File: config.mk
export PLATFORM = sky130hd
export DESIGN_NAME = mmhb_divider
export DESIGN_NICKNAME = d
export VERILOG_FILES = /design/src/rtl/mmhb_pkg.sv /design/src/rtl/mmhb_divider.sv
export SDC_FILE = /design/constraint.sdc
export NUM_CORES = 1
export LEC_CHECK = 0
export ABC_AREA = 1
export BUFFER_PORTS_ARGS = -buffer_cell sky130_fd_sc_hd__buf_2
export CAP_MARGIN = 20
export CORE_MARGIN = 2
export CORE_UTILIZATION = 50
export CTS_BUF_LIST = sky130_fd_sc_hd__clkbuf_4 sky130_fd_sc_hd__clkbuf_8 sky130_fd_sc_hd__clkbuf_16
export DETAILED_ROUTE_END_ITERATION = 8
export HOLD_SLACK_MARGIN = 0.1
export MAX_ROUTING_LAYER = met4
export PLACE_DENSITY = 0.71
export SYNTH_ARGS = -nofsm -noshare
export SYNTH_HDL_FRONTEND = slang
export SYNTH_SLANG_ARGS = --single-unit
File: constraint.sdc
create_clock -name clk -period 2.5 [get_ports clk]
set_clock_uncertainty 0.15 [all_clocks]
set_input_delay 0.25 -clock clk [delete_from_list [all_inputs] [get_ports clk]]
set_output_delay 0.25 -clock clk [all_outputs]
set_load 0.01 [all_outputs]
File: src/rtl/mmhb_pkg.sv
`default_nettype none
// ----------------------------------------------------------------------------
// mmhb_pkg
// Shared codes, reset constants and types for the min/max histogram binner.
// ----------------------------------------------------------------------------
package mmhb_pkg;

    localparam logic [1:0] OP_LOAD     = 2'd0;
    localparam logic [1:0] OP_CLASSIFY = 2'd1;
    localparam logic [1:0] OP_RESTART  = 2'd2;

    localparam int NUM_BINS_RESET = 16;

    typedef struct packed {
        logic busy;
        logic done;
    } div_stat_t;

endpackage
`default_nettype wire

File: src/rtl/mmhb_divider.sv
`default_nettype none
// ----------------------------------------------------------------------------
// mmhb_divider
// Restoring divider, one quotient bit per cycle; quotient below 2**QUO_W.
// ----------------------------------------------------------------------------
module mmhb_divider #(
    parameter int DEN_W = 16,
    parameter int QUO_W = 9,
    parameter int NUM_W = DEN_W + QUO_W
) (
    input  wire logic             clk,
    input  wire logic             rst_n,
    input  wire logic             start,
    input  wire logic [NUM_W-1:0] numer,
    input  wire logic [DEN_W-1:0] denom,
    output logic      [QUO_W-1:0] quotient,
    output mmhb_pkg::div_stat_t   stat
);
    import mmhb_pkg::*;

    localparam int CNT_W = $clog2(QUO_W + 1);

    logic [NUM_W-1:0] rem_reg;
    logic [NUM_W-1:0] dsh_reg;
    logic [QUO_W-1:0] q_reg;
    logic [CNT_W-1:0] cnt_reg;
    logic             busy_reg;
    logic             done_reg;
    logic             fits;

    assign fits = (rem_reg >= dsh_reg);

    always_ff @(posedge clk or negedge rst_n)
    begin
        if (!rst_n)
        begin
            busy_reg <= 1'b0;
            done_reg <= 1'b0;
            cnt_reg  <= '0;
        end
        else
        begin
            done_reg <= 1'b0;
            if (start)
            begin
                rem_reg  <= numer;
                dsh_reg  <= NUM_W'({denom, {(QUO_W-1){1'b0}}});
                q_reg    <= '0;
                cnt_reg  <= CNT_W'(QUO_W);
                busy_reg <= 1'b1;
            end
            else if (busy_reg)
            begin
                if (fits)
                begin
                    rem_reg <= rem_reg - dsh_reg;
                end
                q_reg   <= {q_reg[QUO_W-2:0], fits};
                dsh_reg <= dsh_reg >> 1;
                cnt_reg <= cnt_reg - 1'b1;
                if (cnt_reg == CNT_W'(1))
                begin
                    busy_reg <= 1'b0;
                    done_reg <= 1'b1;
                end
            end
        end
    end

    assign quotient  = q_reg;
    assign stat.busy = busy_reg;
    assign stat.done = done_reg;

endmodule
`default_nettype wire
==> impl_metrics.py <==
metrics = {
    "run_status": {
        "status": "complete, no violations",
    },
    "sta": {
        "slew_headroom_pct": 62.9,
        "period_share_pct": 92.3,
        "fin_crit_ns": 2.31,
        "max_freq_mhz": 433,
        "finalSetupTns_ns": 0,
        "setup_violations": 0,
        "tightestPinTransition_ns": 0.556,
        "hold_viol": 0,
        "slew_violations": 0,
        "grt_setup_unrepaired": "no",
    },
    "yosys": {
        "synth_nets": 737,
        "yosysSeqAreaShare_pct": 40.5,
        "synth.area.top_cells": "edfxtp_1 37%, nand2_1 19%, inv_1 10%",
        "yosysTopAreaCell": "edfxtp_1",
        "yosys_warnings": 0,
        "ys_ff_latch": 65,
        "syn_avg_cell_area_sq_um": 7.14,
        "synth_top_area_share_pct": 37.3,
        "synth_cell_types": 31,
        "netlist_instances": 665,
        "synth_area_sq_um": 4750,
    },
    "detailed_routing": {
        "wl_met3_microns": 478,
        "dr.pass1.iters": 4,
        "ant_nets": 0,
        "dr.max_layer_used": "met4",
        "routedWlPerCell_microns": 13.6,
        "drt_iter0_markers": 198,
        "route.vias.total": 4394,
        "wl_met1_mm": 5.86,
        "route.detailed.drc": 0,
        "wirelength_mm": 12.3,
        "vias_per_cell": 4.86,
        "routed-wl-met2_mm": 5.80,
    },
    "final_layout": {
        "layout_commonest_cell": "nand2_1",
        "area_growth_pct": 23.7,
        "nNetsFinal": 843,
        "final_cell_mix": "242 x nand2_1, 129 x inv_1, 59 x edfxtp_1, 54 x buf_2, 42 x dlygate4sd3_1",
        "n_antenna_cell": 0,
        "final_cell_area_sq_um": 5870,
        "fin_util_pct": 63.6,
        "drive_gt1_share_pct": 15.1,
    },
    "pwr": {
        "p_sw_w": 0.00185,
        "share_comb_of_total_power_pct": 45.4,
        "pwr-share-seq_pct": 34.0,
        "p_leak_nw": 3.01,
        "clockPowerShare_pct": 20.6,
        "switching_share_pct": 41.0,
        "p_per_area_nw_per_um2": 769,
        "intPower_w": 0.00267,
        "ir_worst_vdd_v": 0.000508,
    },
    "setup_path": {
        "start_kind": "flip-flop",
        "arrival_ns": 2.27,
        "cp.required_ns": 2.46,
        "critical_path.most_common_cell": "nand2_1",
        "worst-path-max-fanout": 4,
        "end_kind": "flip-flop",
        "critical-path-slowest-cell": "edfxtp_1",
        "critPathKind": "flip-flop to flip-flop",
        "worstPathCellList": "ha_1 -> fa_1 -> inv_2 -> nand2_1 -> nand2_1 -> and2_1 -> nand3b_1 -> nand3_1 -> nand2_1 -> nand3_1 -> nand2_1",
        "slowest_delay_ns": 0.42,
    },
    "global_routing": {
        "antenna_found_initial": 0,
        "grt_pass1_wl_mm": 20.0,
        "grt_usage_pct": 26.1,
        "grt_overflow": 0,
        "grt_pass1_vias": 4217,
        "grt_max_degree": 33,
    },
    "placed_design": {
        "dpl_cell_area_sq_um": 5200,
        "hpwl_mm": 9.03,
        "place_congestion": 0.999,
        "io_buffers": 54,
    },
    "clocking": {
        "clk_pin_slew_worst_paths_ns": 0.08,
        "cts_buffer_depth": 2,
        "clock-sinks": 65,
        "root_buffer": "clkbuf_8",
        "htree_levels": 3,
        "cts_tree": "yes",
        "cts_setup_buffers": 0,
        "insertion_delay_ns": 0.35,
        "cts_buffers": 9,
    },
    "worst_hold_path": {
        "hold_path_class": "input pin to flip-flop",
    },
    "floorplan": {
        "die_x_microns": 101,
        "fp-row-count": 35,
        "initial_core_util_pct": 51.4,
        "die_h_microns": 101,
        "core_sq_um": 9240,
        "ios": 55,
        "dieArea_sq_um": 10300,
    },
    "run": {
        "cap_viol_max_count": 0,
    },
}
==> worst max-delay path, delay by kind of cell, from the launching register on <==
kind	cells	cell delay (ns)
DFF	1	0.42
buffers and inverters	1	0.09
and+or+nand+nor	8	0.76
adders and majority gates	2	0.63
==> cell families after synthesis <==
logic type	Yosys count	share of synthesized area [%]
adders and majority gates	28	7.54
xor gates and xnor gates	1	0.184
and+or+nand+nor	367	33.2
buffers and inverters	146	11.9
DFF	65	40.5
AOI/OAI and AO/OA	58	6.67
==> stage by stage <==
stage	total power, W	hold WS [ns]	setup WS (ns)	instances
detailed placement	0.00349	0.126	0.166	846
floorplan	0.00299	-0.196	0.0927	665
global placement	0.00345	0.114	0.209	846
global route	0.00488	0.165	0.0273	905
CTS	0.00447	0.133	0.141	904
finish	0.00452	0.149	0.193	905
==> path summary, 6_finish.rpt <==
check	startpoint	to	slack [ns]	cells past startpoint
worst max-delay path	dsh_reg[0]	rem_reg[20]	0.19	11
worst min-delay path	start	cnt_reg[0]	0.15	3
worst max register to register	dsh_reg[0]	rem_reg[20]	0.19	11
worst min register to register	cnt_reg[2]	done_reg	0.38	1
max in group asynchronous	rst_n	busy_reg	1.67	3
min in group asynchronous	rst_n	cnt_reg[1]	0.29	3
==> power groups by stage <==
stage	Combinational [W]	Clock [W]	Sequential (W)
after floorplan	0.00144	0	0.00155
after global placement	0.00191	0	0.00155
after detailed placement	0.00193	0	0.00156
after CTS	0.00200	0.000942	0.00153
after global routing	0.00234	0.000986	0.00156
final	0.00205	0.000929	0.00153
==> cell usage after synthesis (all sizes together) <==
| master | number |
|---|---|
| a21o | 2 |
| a21oi | 14 |
| and2 | 2 |
| buf | 7 |
| clkbuf | 6 |
| clkinv | 2 |
| dfrtp | 6 |
| edfxtp | 59 |
| fa | 1 |
| ha | 27 |
| inv | 131 |
| nand2 | 254 |
| nand3 | 40 |
| nand3b | 6 |
| nand4 | 8 |
| nor2 | 46 |
| nor3 | 2 |
| nor4 | 2 |
| o21ai | 28 |
| o22ai | 14 |
| or2 | 7 |
| xnor2 | 1 |
==> repair_timing <==
action                                  4_1_cts  5_1_grt
gates resized for setup                       0       13
endpoints found under the setup margin        0       27
hold buffers                                 42        0
endpoints found under the hold margin        47        0
==> metal layers <==
layer / vias up / global-route usage (%)
li1: 2304 / -
met1: 1974 / 34.7
met2: 106 / 41.8
met3: 10 / 4.14
met4: 0 / 6.44
met5: - / -
==> cell type report <==
| class | count | area, sq um |
|---|---|---|
| fill | 863 | 3370 |
| multi-input combinational | 454 | 2300 |
| sequential | 65 | 1920 |
| timing repair buffer | 108 | 796 |
| inverter | 133 | 499 |
| tap | 129 | 161 |
| clock buffer | 9 | 124 |
| clock inverter | 7 | 76.3 |
No activity file was read; power rests on OpenSTA's default activity.
